<file path="config.mk">
export PLATFORM = sky130hd
export DESIGN_NAME = ordered_array_list_engine
export DESIGN_NICKNAME = d
export VERILOG_FILES = /design/src/rtl/oale_pkg.sv /design/src/rtl/oale_cell.sv /design/src/rtl/ordered_array_list_engine.sv
export SDC_FILE = /design/constraint.sdc
export NUM_CORES = 2
export LEC_CHECK = 0
export BUFFER_PORTS_ARGS = -buffer_cell sky130_fd_sc_hd__buf_2
export CAP_MARGIN = 20
export CORE_ASPECT_RATIO = 0.8
export CORE_MARGIN = 3
export CORE_UTILIZATION = 25
export CTS_CLUSTER_DIAMETER = 60
export DETAILED_ROUTE_END_ITERATION = 6
export PLACE_DENSITY = 0.44
export SYNTH_ARGS = -nofsm -noshare
export SYNTH_HDL_FRONTEND = slang
export SYNTH_HIERARCHICAL = 1
export SYNTH_SLANG_ARGS = --single-unit
</file>
<file path="constraint.sdc">
create_clock -name clock -period 16 [get_ports clock]
set_clock_uncertainty 0.15 [all_clocks]
set_input_delay 4 -clock clock [delete_from_list [all_inputs] [get_ports clock]]
set_output_delay 4 -clock clock [all_outputs]
set_load 0.03 [all_outputs]
</file>
<file path="src/rtl/oale_pkg.sv">
// Shared types and constants for the ordered array list engine.
package oale_pkg;

   localparam int FUNC_W = 3;
   localparam int POS_W  = 5;
   localparam int VAL_W  = 32;
   localparam int LEN_W  = 5;

   typedef enum logic [FUNC_W-1:0] {
      FN_CLEAR  = 3'd0,
      FN_INSERT = 3'd1,
      FN_DELETE = 3'd2,
      FN_GET    = 3'd3,
      FN_LOCATE = 3'd4,
      FN_PREV   = 3'd5,
      FN_NEXT   = 3'd6
   } func_type;

   typedef enum logic [1:0] {
      ST_OK      = 2'd0,
      ST_BAD_POS = 2'd1,
      ST_MISSING = 2'd2,
      ST_FULL    = 2'd3
   } status_type;

   typedef struct packed {
      func_type           func;
      logic [POS_W-1:0]   position;
      logic [VAL_W-1:0]   value;
   } req_type;

   typedef struct packed {
      status_type         status;
      logic [VAL_W-1:0]   data_out;
      logic [POS_W-1:0]   found_position;
      logic [LEN_W-1:0]   list_length;
      logic               is_empty;
   } rsp_type;

   // Broadcast from the controller to every cell.
   typedef struct packed {
      logic               capture;
      logic               commit;
      func_type           func;
      logic [POS_W-1:0]   position;
   } cell_cmd_type;

endpackage

</file>
<file path="src/rtl/oale_cell.sv">
// One list slot: holds an element, compares it, shifts with its neighbors.
module oale_cell #(
   parameter int DATA_WIDTH = 32,
   parameter int CAPACITY   = 16,
   parameter int INDEX      = 0
) (
   input  logic                              clock,
   input  oale_pkg::cell_cmd_type            cmd,
   input  logic [$clog2(CAPACITY+1)-1:0]     count,
   input  logic [DATA_WIDTH-1:0]             key,
   input  logic [DATA_WIDTH-1:0]             left_entry,
   input  logic [DATA_WIDTH-1:0]             right_entry,
   input  logic                              left_first,
   input  logic                              right_first,
   output logic [DATA_WIDTH-1:0]             entry,
   output logic [DATA_WIDTH-1:0]             pick_data,
   output logic                              match
);
   import oale_pkg::*;

   localparam int CNT_W = $clog2(CAPACITY + 1);
   localparam int CMP_W = ((CNT_W > POS_W) ? CNT_W : POS_W) + 1;
   localparam logic [CMP_W-1:0] SLOT = CMP_W'(INDEX + 1);

   logic [DATA_WIDTH-1:0] entry_ff, entry_in;
   logic                  match_ff, match_in;
   logic [CMP_W-1:0]      pos_c, cnt_c;
   logic                  at_pos, live, pick;

   assign pos_c  = CMP_W'(cmd.position);
   assign cnt_c  = CMP_W'(count);
   assign at_pos = (SLOT == pos_c);
   assign live   = (SLOT <= cnt_c);

   always_comb begin
      entry_in = entry_ff;
      if (cmd.commit) begin
         case (cmd.func)
            FN_INSERT: begin
               if (at_pos) begin
                  entry_in = key;
               end else if ((SLOT > pos_c) && (SLOT <= cnt_c + CMP_W'(1))) begin
                  entry_in = left_entry;
               end
            end
            FN_DELETE: begin
               if ((SLOT >= pos_c) && (SLOT < cnt_c)) begin
                  entry_in = right_entry;
               end
            end
            default: begin
            end
         endcase
      end
   end

   always_comb begin
      match_in = match_ff;
      if (cmd.capture) begin
         match_in = live && (entry_ff == key);
      end
   end

   // The previous element of the first match sits to its left, so this
   // cell answers when its right neighbor holds the first match.
   always_comb begin
      case (cmd.func)
         FN_DELETE, FN_GET: pick = at_pos;
         FN_PREV:           pick = right_first;
         FN_NEXT:           pick = left_first;
         default:           pick = 1'b0;
      endcase
   end

   always_ff @(posedge clock) begin
      entry_ff <= entry_in;
      match_ff <= match_in;
   end

   assign entry     = entry_ff;
   assign match     = match_ff;
   assign pick_data = pick ? entry_ff : '0;

endmodule

</file>
<file path="src/rtl/ordered_array_list_engine.sv">
// Ordered array list engine: a fixed-capacity list held in a row of cells.
// When an item is accepted every cell compares its element with the masked
// value and registers the result; in the busy state that follows, the first
// match is isolated, the selected element is read out, the cells shift for
// an insert or delete, and the result register is loaded. The busy state
// holds while the result register still holds a result that has not been
// taken; no new item is accepted until the busy state ends.
// A new item may be accepted while a result waits on the output.
module ordered_array_list_engine #(
   parameter int CAPACITY   = 16,
   parameter int DATA_WIDTH = 32
) (
   input  logic              clock,
   input  logic              reset,
   input  logic              req_valid,
   output logic              req_ready,
   input  oale_pkg::req_type req_item,
   output logic              rsp_valid,
   input  logic              rsp_ready,
   output oale_pkg::rsp_type rsp_item
);
   import oale_pkg::*;

   localparam int CNT_W = $clog2(CAPACITY + 1);
   localparam int CMP_W = ((CNT_W > POS_W) ? CNT_W : POS_W) + 1;
   localparam int NB    = (DATA_WIDTH < VAL_W) ? DATA_WIDTH : VAL_W;

   typedef enum logic [1:0] {
      S_IDLE = 2'b01,
      S_BUSY = 2'b10
   } state_type;

   state_type             state_ff, state_in;
   req_type               req_ff, req_in;
   rsp_type               rsp_ff, rsp_in;
   logic                  rsp_valid_ff, rsp_valid_in;
   logic [CNT_W-1:0]      count_ff, count_in;

   logic                  capture, out_free, commit;
   logic [VAL_W-1:0]      key_src;
   logic [DATA_WIDTH-1:0] key;
   cell_cmd_type          cmd;

   logic [DATA_WIDTH-1:0] entry_arr [CAPACITY];
   logic [DATA_WIDTH-1:0] pick_arr  [CAPACITY];
   logic [CAPACITY-1:0]   match_vec, first_vec;

   logic [CNT_W-1:0]      found_slot;
   logic                  any_match;
   logic [DATA_WIDTH-1:0] or_data;
   logic [CMP_W-1:0]      pos_c, cnt_c;
   status_type            status_c;
   logic                  search_op;

   assign req_ready = (state_ff == S_IDLE);
   assign capture   = req_valid && req_ready;
   assign out_free  = !rsp_valid_ff || rsp_ready;
   assign commit    = (state_ff == S_BUSY) && out_free;

   // The comparison runs on the arriving item; the commit uses the held one.
   assign key_src = req_ready ? req_item.value : req_ff.value;
   always_comb begin
      key = '0;
      key[NB-1:0] = key_src[NB-1:0];
   end

   always_comb begin
      cmd.capture  = capture;
      cmd.commit   = commit && (status_c == ST_OK);
      cmd.func     = req_ff.func;
      cmd.position = req_ff.position;
   end

   for (genvar i = 0; i < CAPACITY; i++) begin : g_cell
      logic [DATA_WIDTH-1:0] left_e, right_e;
      logic                  left_f, right_f;

      if (i == 0) begin : g_first
         assign left_e = '0;
         assign left_f = 1'b0;
      end else begin : g_mid_l
         assign left_e = entry_arr[i-1];
         assign left_f = first_vec[i-1];
      end

      if (i == CAPACITY - 1) begin : g_last
         assign right_e = '0;
         assign right_f = 1'b0;
      end else begin : g_mid_r
         assign right_e = entry_arr[i+1];
         assign right_f = first_vec[i+1];
      end

      oale_cell #(
         .DATA_WIDTH (DATA_WIDTH),
         .CAPACITY   (CAPACITY),
         .INDEX      (i)
      ) u_cell (
         .clock       (clock),
         .cmd         (cmd),
         .count       (count_ff),
         .key         (key),
         .left_entry  (left_e),
         .right_entry (right_e),
         .left_first  (left_f),
         .right_first (right_f),
         .entry       (entry_arr[i]),
         .pick_data   (pick_arr[i]),
         .match       (match_vec[i])
      );
   end

   // Lowest set bit of the match vector is the first match.
   assign first_vec = match_vec & (~match_vec + CAPACITY'(1));
   assign any_match = |match_vec;

   always_comb begin
      found_slot = '0;
      or_data    = '0;
      for (int i = 0; i < CAPACITY; i++) begin
         if (first_vec[i]) begin
            found_slot = found_slot | CNT_W'(i + 1);
         end
         or_data = or_data | pick_arr[i];
      end
   end

   assign pos_c = CMP_W'(req_ff.position);
   assign cnt_c = CMP_W'(count_ff);

   always_comb begin
      status_c  = ST_OK;
      count_in  = count_ff;
      search_op = 1'b0;
      case (req_ff.func)
         FN_CLEAR: begin
            if (commit) begin
               count_in = '0;
            end
         end
         FN_INSERT: begin
            if ((pos_c == '0) || (pos_c > cnt_c + CMP_W'(1))) begin
               status_c = ST_BAD_POS;
            end else if (cnt_c >= CMP_W'(CAPACITY)) begin
               status_c = ST_FULL;
            end else if (commit) begin
               count_in = count_ff + CNT_W'(1);
            end
         end
         FN_DELETE: begin
            if ((pos_c == '0) || (pos_c > cnt_c)) begin
               status_c = ST_BAD_POS;
            end else if (commit) begin
               count_in = count_ff - CNT_W'(1);
            end
         end
         FN_GET: begin
            if ((pos_c == '0) || (pos_c > cnt_c)) begin
               status_c = ST_BAD_POS;
            end
         end
         FN_LOCATE, FN_PREV, FN_NEXT: begin
            search_op = 1'b1;
            if (!any_match) begin
               status_c = ST_MISSING;
            end else if ((req_ff.func == FN_PREV) && first_vec[0]) begin
               status_c = ST_MISSING;
            end else if ((req_ff.func == FN_NEXT) && (found_slot == count_ff)) begin
               status_c = ST_MISSING;
            end
         end
         default: begin
         end
      endcase
   end

   always_comb begin
      rsp_in          = rsp_ff;
      rsp_valid_in    = rsp_valid_ff && !rsp_ready;
      if (commit) begin
         rsp_valid_in           = 1'b1;
         rsp_in.status          = status_c;
         rsp_in.data_out        = '0;
         if (status_c == ST_OK) begin
            rsp_in.data_out[NB-1:0] = or_data[NB-1:0];
         end
         rsp_in.found_position  = (search_op && any_match) ? POS_W'(found_slot) : '0;
         rsp_in.list_length     = LEN_W'(count_in);
         rsp_in.is_empty        = (count_in == '0);
      end
   end

   always_comb begin
      req_in   = req_ff;
      state_in = state_ff;
      case (state_ff)
         S_IDLE: begin
            if (capture) begin
               req_in   = req_item;
               state_in = S_BUSY;
            end
         end
         S_BUSY: begin
            if (out_free) begin
               state_in = S_IDLE;
            end
         end
         default: begin
            state_in = S_IDLE;
         end
      endcase
   end

   always_ff @(posedge clock) begin
      if (reset) begin
         state_ff     <= S_IDLE;
         count_ff     <= '0;
         rsp_valid_ff <= 1'b0;
      end else begin
         state_ff     <= state_in;
         count_ff     <= count_in;
         rsp_valid_ff <= rsp_valid_in;
      end
   end

   always_ff @(posedge clock) begin
      req_ff <= req_in;
      rsp_ff <= rsp_in;
   end

   assign rsp_valid = rsp_valid_ff;
   assign rsp_item  = rsp_ff;

   a_rsp_after_busy: assert property (@(posedge clock) disable iff (reset)
      $rose(rsp_valid_ff) |-> $past(state_ff == S_BUSY))
      else $error("result appeared without a committed item");

   a_count_bound: assert property (@(posedge clock) disable iff (reset)
      CMP_W'(count_ff) <= CMP_W'(CAPACITY))
      else $error("list length exceeds capacity");

   // Match flags are only meaningful once an item has been captured.
   a_first_onehot: assert property (@(posedge clock) disable iff (reset)
      (state_ff == S_BUSY) |-> $onehot0(first_vec))
      else $error("more than one first match");

   a_insert_grows: assert property (@(posedge clock) disable iff (reset)
      (commit && (req_ff.func == FN_INSERT) && (status_c == ST_OK))
      |=> (count_ff == $past(count_ff) + CNT_W'(1)))
      else $error("successful insert did not grow the list");

endmodule

</file>
# Word level (Yosys, flattened, before mapping)
# Index checks and enable logic that the tools add are counted.
[op_classes]
n_addsub = 4
multipliers = 0
n_div = 0
magnitude_cmp = 83
n_eq_ne = 75
shifts = 0
n_mux = 132
bitwise = 17
reduce_logical = 86
[op_table]
columns = ["operator", "count"]
rows = [
  ["$mux W32", 65],
  ["$pmux W32 S2", 16],
  ["$eq A32 B32 Y1", 16],
  ["$or A32 B32 Y32", 15],
  ["$reduce_and A4 Y1", 16],
  ["$logic_and A1 B1 Y1", 55],
  ["$le A4 B6 Y1 const A", 8],
  ["$ne A3 B1 Y1 const B", 16],
  ["$pmux W1 S3", 14],
  ["$eq A4 B5 Y1 const A", 8],
  ["$ge A4 B5 Y1 const A", 8],
  ["$gt A4 B5 Y1 const A", 8],
  ["$le A4 B5 Y1 const A", 8],
  ["$lt A4 B5 Y1 const A", 8],
  ["$mux W5", 7],
  ["$ne A2 B1 Y1 const B", 17],
  ["$mux W4", 8],
  ["$le A3 B6 Y1 const A", 4],
  ["$eq A3 B5 Y1 const A", 4],
  ["$ge A3 B5 Y1 const A", 4],
  ["$gt A3 B5 Y1 const A", 4],
  ["$le A3 B5 Y1 const A", 4],
  ["$lt A3 B5 Y1 const A", 4],
  ["$mux W2", 9],
  ["51 further kinds", 71],
]
[word_totals]
ff_bits = 621
latch_bits = 0
mem_bits_rw = 0
mem_bits_ro = 0
inputBits = 44
output_inout_bits = 47
wordCells = 440
mem_count = 0

# Depth between registers and ports, before layout
[depth]
ltp_word = 28
mapped_depth = 16
ltp_nobuf = 15

# Modules after synthesis
# Netlist, hierarchy kept.
[by_module_without_submodules]
columns = ["mod", "instances", "cells_each", "area_each_um2", "seq_area_each_um2"]
rows = [
  ["ordered_array_list_engine", 1, 522, 5599.1, 2712.6],
  ["oale_cell (g_cell[8].u_cell)", 1, 247, 2590.0, 991.0],
  ["oale_cell (g_cell[15].u_cell)", 1, 233, 2548.7, 991.0],
  ["oale_cell (g_cell[12].u_cell)", 1, 246, 2541.2, 991.0],
  ["oale_cell (g_cell[2].u_cell)", 1, 233, 2537.4, 991.0],
  ["oale_cell (g_cell[0].u_cell)", 1, 238, 2402.3, 991.0],
  ["oale_cell (g_cell[1].u_cell)", 1, 236, 2402.3, 991.0],
  ["oale_cell (g_cell[6].u_cell)", 1, 238, 2396.0, 991.0],
  ["oale_cell (g_cell[4].u_cell)", 1, 242, 2376.0, 991.0],
  ["oale_cell (g_cell[3].u_cell)", 1, 238, 2373.5, 991.0],
  ["oale_cell (g_cell[11].u_cell)", 1, 237, 2351.0, 991.0],
  ["oale_cell (g_cell[7].u_cell)", 1, 233, 2348.5, 991.0],
  ["oale_cell (g_cell[9].u_cell)", 1, 235, 2343.5, 991.0],
  ["oale_cell (g_cell[13].u_cell)", 1, 236, 2341.0, 991.0],
  ["+3 rows", "n/a", "n/a", "n/a", "n/a"],
]

# Worst setup path before layout
# Ideal clock, no wire load.
[synth_path]
path_type = "input-to-reg"
start = "input rsp_ready"
end = "register g_cell[14].u_cell.entry_ff[0] (enable)"
setup_ns = 0.513
t_arrival_ns = 8.270
required_time_ns = 15.337
slack_ns = 7.067
cell_stages = 5
path_buffers = 1
cell_sequence = "nand2b_1 > nand2b_1 > clkbuf_1 > nor2_1 > nor4b_1"
[synth_lines]
columns = ["item", "line", "text"]
rows = [
  ["start: declaration", "ordered_array_list_engine.sv:19", "input logic rsp_ready,"],
  ["end signal: assignment", "oale_cell.sv:76", "entry_ff <= entry_in;"],
  ["end: declaration", "oale_cell.sv:25", "logic [DATA_WIDTH-1:0] entry_ff, entry_in;"],
]

# Worst setup path in the final report
[layout_path]
start = "input req_item[20] in the netlist's numbering"
end = "register g_cell[10].u_cell.match_ff, data pin"
[layout_via]
elab_chain_len = 3
[layout_rtl]
columns = ["item", "line", "text"]
rows = [
  ["start: declaration", "ordered_array_list_engine.sv:17", "input oale_pkg::req_type req_item,"],
  ["$mux W32", "ordered_array_list_engine.sv:61", "assign key_src = req_ready ? req_item.value : req_ff.value;"],
  ["via key[20]", "ordered_array_list_engine.sv:41", "logic [DATA_WIDTH-1:0] key;"],
  ["$eq A32 B32 Y1", "oale_cell.sv:60", "match_in = live && (entry_ff == key);"],
  ["$logic_and A1 B1 Y1", "oale_cell.sv:60", ""],
  ["end signal: assignment", "oale_cell.sv:77", "match_ff <= match_in;"],
  ["end: declaration", "oale_cell.sv:26", "logic match_ff, match_in;"],
]
# The timed path passes the listed nets, and every way through them passes these cells.
# A chain may end at the register's enable or synchronous reset.

==> summary.md <==
| Metric | Value |
|---|---|
| Core ar. | `0.175 mm2` |
| Vias in the first global route | `33.5k` |
| Ys Warns | `6` |
| Clock transition at path regs | `0.06 ns` |
| Ys async rst share | `0%` |
| Total negative slack | `0 ns` |
| Synth top area share | `41.7%` |
| Area leader, netlist | `edfxtp_1` |
| CTS root buffer | `clkbuf_16` |
| CP most frequent cell | `nor4_1` |
| Clock buffer depth | `3` |
| Synthesized area per cell | `10.2 um2` |
| Worst Path Required | `16.34 ns` |
| EDFF count, synth | `613` |
| Most frequent cells in the layout | `edfxtp_1 (613), nand2_1 (554), mux2i_1 (516), xor2_1 (414), o21ai_0 (268)` |
| Post-DRT Antenna Nets | `0` |
| Achievable Freq | `0.157 GHz` |
| PostCTS Resize Cnt | `0` |
| Finished Core Util | `28.6%` |
| CTS tree | `done` |
| H-tree depth | `3` |
| Top cells by area, synth | `edfxtp_1 (42%), mux2i_1 (12%), xor2_1 (8.2%)` |
| Drt via density | `5.24` |
| Initial Util | `25.2%` |
| CTS buffer count | `78` |
| Placed cell count | `6657` |
| Ports | `91` |
| Initial antenna violation count | `8` |
| HP Class | `reg2reg` |
| WL/cell | `28.0 um` |
| Routability cong. | `0.933` |
| Min-Delay Endpoint | `rsp_valid$_SDFF_PP0_` |
| Slew margin rel. | `15.0%` |
| FF-to-FF End | `g_cell[1].u_cell/entry[25]$_DFFE_PP_` |
| Die span in x | `476 um` |
| Port-buffer cells | `90` |
| Critical Path AT | `6.72 ns` |
| Status | `finished clean` |
| 1st-iter DRT viols | `4452` |
| Die H | `382 um` |
| P&R area growth vs syn | `13.2%` |
| Die area | `0.182 mm2` |
| Largest net degree at the start of global routing | `67` |
| Critical Path Start Type | `primary input` |
| PwrDens | `85.8 mW/mm2` |
| Non-filler cells, final | `6802` |
| Final period util | `39.9%` |
| Syn Inst Count | `4313` |
| Leakage power | `16.5 nW` |
| Slew @ Worst Pin | `1.26 ns` |
| Post-DP HPWL | `138000 um` |
| Final WL | `191000 um` |
| Top FF cell, synth | `edfxtp_1` |
| WP buf/inv | `2` |
| CTS Sinks | `621` |
| Cell area after synthesis | `0.0441 mm2` |
| Maximum vdd drop | `0.0767 mV` |
| Max Cap Viol | `0` |
| First-pass GRT wire length | `267000 um` |
| Family with the most delay on the worst path | `simple AND/OR/NAND/NOR gates` |
| Nets | `4508` |
| Worst reg-to-reg setup slack | `10.40 ns` |
| GRT Util Overall | `20.3%` |
| Drt drc | `0` |
| Crit-path cells | `buf_2 > mux2_2 > buf_4 > xor2_1 > nor4_1 > nand4_1 > nor4_1` |
| Register bit count reported by yosys | `621` |
| Slew Limit Fails | `0` |
| Sequential fraction of the synthesis area | `42.1%` |
| Layout cells sized above 1 | `13.8%` |
| Critical path endpoint category | `flip-flop` |
| Post-CTS Setup Bufs | `0` |
| CP max stage delay | `1.11 ns` |
| Diode count | `0` |
| Commonest non-fill, non-tap cell in the layout | `edfxtp_1` |
| Crit path kind | `in2reg` |
| Row Count | `137` |
| Final Critical Period | `6.38 ns` |
| Unrepaired setup endpoints after global routing | `no` |
| Worst skew pair latency | `0.69 ns` |
| Hold Path Depth | `2` |
| Post-CTS Hold Buffers | `0` |
| CP Max Fanout | `31` |
| Slowest-stage cell, CP | `nor4_1` |
| Reg2Reg Depth | `18` |
| FF-to-FF Start | `count_ff[1]$_SDFF_PP0_` |
| Detailed-router iteration count before antenna repair | `6` |
| Unique masters post-synth | `111` |
| Min-delay src | `rsp_valid$_SDFF_PP0_` |
| Critical Path Start | `req_item[20]` |
| Vias | `35.6k` |
| Final Hold Fails | `0` |
| GRT Residual Overflow | `0` |
| Final Setup Violations | `0` |
| Fillers | `18.6k` |
## registers in the layout (all words and copies together) (netlist names)
register / flops
g_cell.u_cell/entry: 512
rsp_item: 45
req_ff: 32
g_cell.u_cell/match: 16
cmd: 8
count_ff: 5
state_ff: 2
rsp_valid: 1
## cell families after synthesis
kind of cell             synth area share (%)
multiplexers                             12.6
XOR/XNOR                                 10.5
AND/OR/NAND/NOR                          21.5
AO/OA/AOI/OAI                            9.08
buffers and inverters                    3.65
flip-flops                               42.1
adder cells (fa/ha/maj)                 0.584
other                                 0.00850
## layout make-up
type	count	area, um2	share of cell area [%]
clock buffer	96	2060	4.13
clock inverter	47	444	0.889
inverter	41	154	0.308
sequential	621	18600	37.2
tap	2293	2870	5.74
timing repair buffer	208	1350	2.70
multi-input combinational	3496	24500	49.1
## cells in the mapped netlist (all sizes together), types with 7 or more instances
master,number
nor4,245
mux2,33
nor3b,13
ha,18
and3,12
nor2b,376
nor2,83
nor3,29
and2,165
nand3,34
nand2,555
and4,33
buf,156
xnor2,115
xor2,414
nand2b,15
a21o,7
inv,40
nand4,51
mux2i,517
clkbuf,64
dfxtp,8
a31oi,18
edfxtp,613
nor4b,7
nand3b,19
a21oi,31
o21ai,535
## through the flow
stage / setup WS [ns] / power [mW] / area, um2 / hold WS, ns
2_1_floorplan: 7.07 / 2.22 / 44400 / 0.325
3_3_place_gp: 8.93 / 2.48 / 47400 / 0.371
3_5_place_dp: 9.31 / 2.48 / 47400 / 0.373
4_1_cts: 10.01 / 4.32 / 49900 / 0.386
5_1_grt: 9.76 / 4.42 / 50000 / 0.448
6_report: 9.62 / 4.29 / 50000 / 0.382
## power breakdown
part | internal [mW] | switching [mW] | total [mW] | leakage (nW)
registers | 1.80 | 0.0111 | 1.81 | 5.64
clock network | 1.01 | 0.806 | 1.82 | 1.22
logic | 0.179 | 0.484 | 0.663 | 9.60
total | 2.99 | 1.30 | 4.29 | 16.5
## worst max-delay path by stage
| stage | endpoint | depth (start not counted) |
|---|---|---|
| 3_3_place_gp | g_cell[1].u_cell/entry[16]$_DFFE_PP_ | 9 |
| 6_report | g_cell[10].u_cell/match$_DFFE_PP_ | 7 |
| 2_1_floorplan | g_cell[14].u_cell/entry[0]$_DFFE_PP_ | 5 |
| 5_1_grt | g_cell[10].u_cell/match$_DFFE_PP_ | 7 |
| 3_5_place_dp | g_cell[10].u_cell/match$_DFFE_PP_ | 7 |
| 4_1_cts | g_cell[10].u_cell/match$_DFFE_PP_ | 7 |
## worst min-delay path: cells and delay by family (launching register included)
family | cells | cell delay, ns
flops | 1 | 0.31
compound gates | 1 | 0.07
simple gates | 1 | 0.11
## routing by layer
metal  wire, um  GRT usage (%)  up-vias
met5          0              0        -
met3      18900           5.60      134
met4       2700           3.03        0
met1      92700           31.8    18240
li1           -              -    15847
met2      76200           27.5     1391
Power figures use the tool's default switching activity.
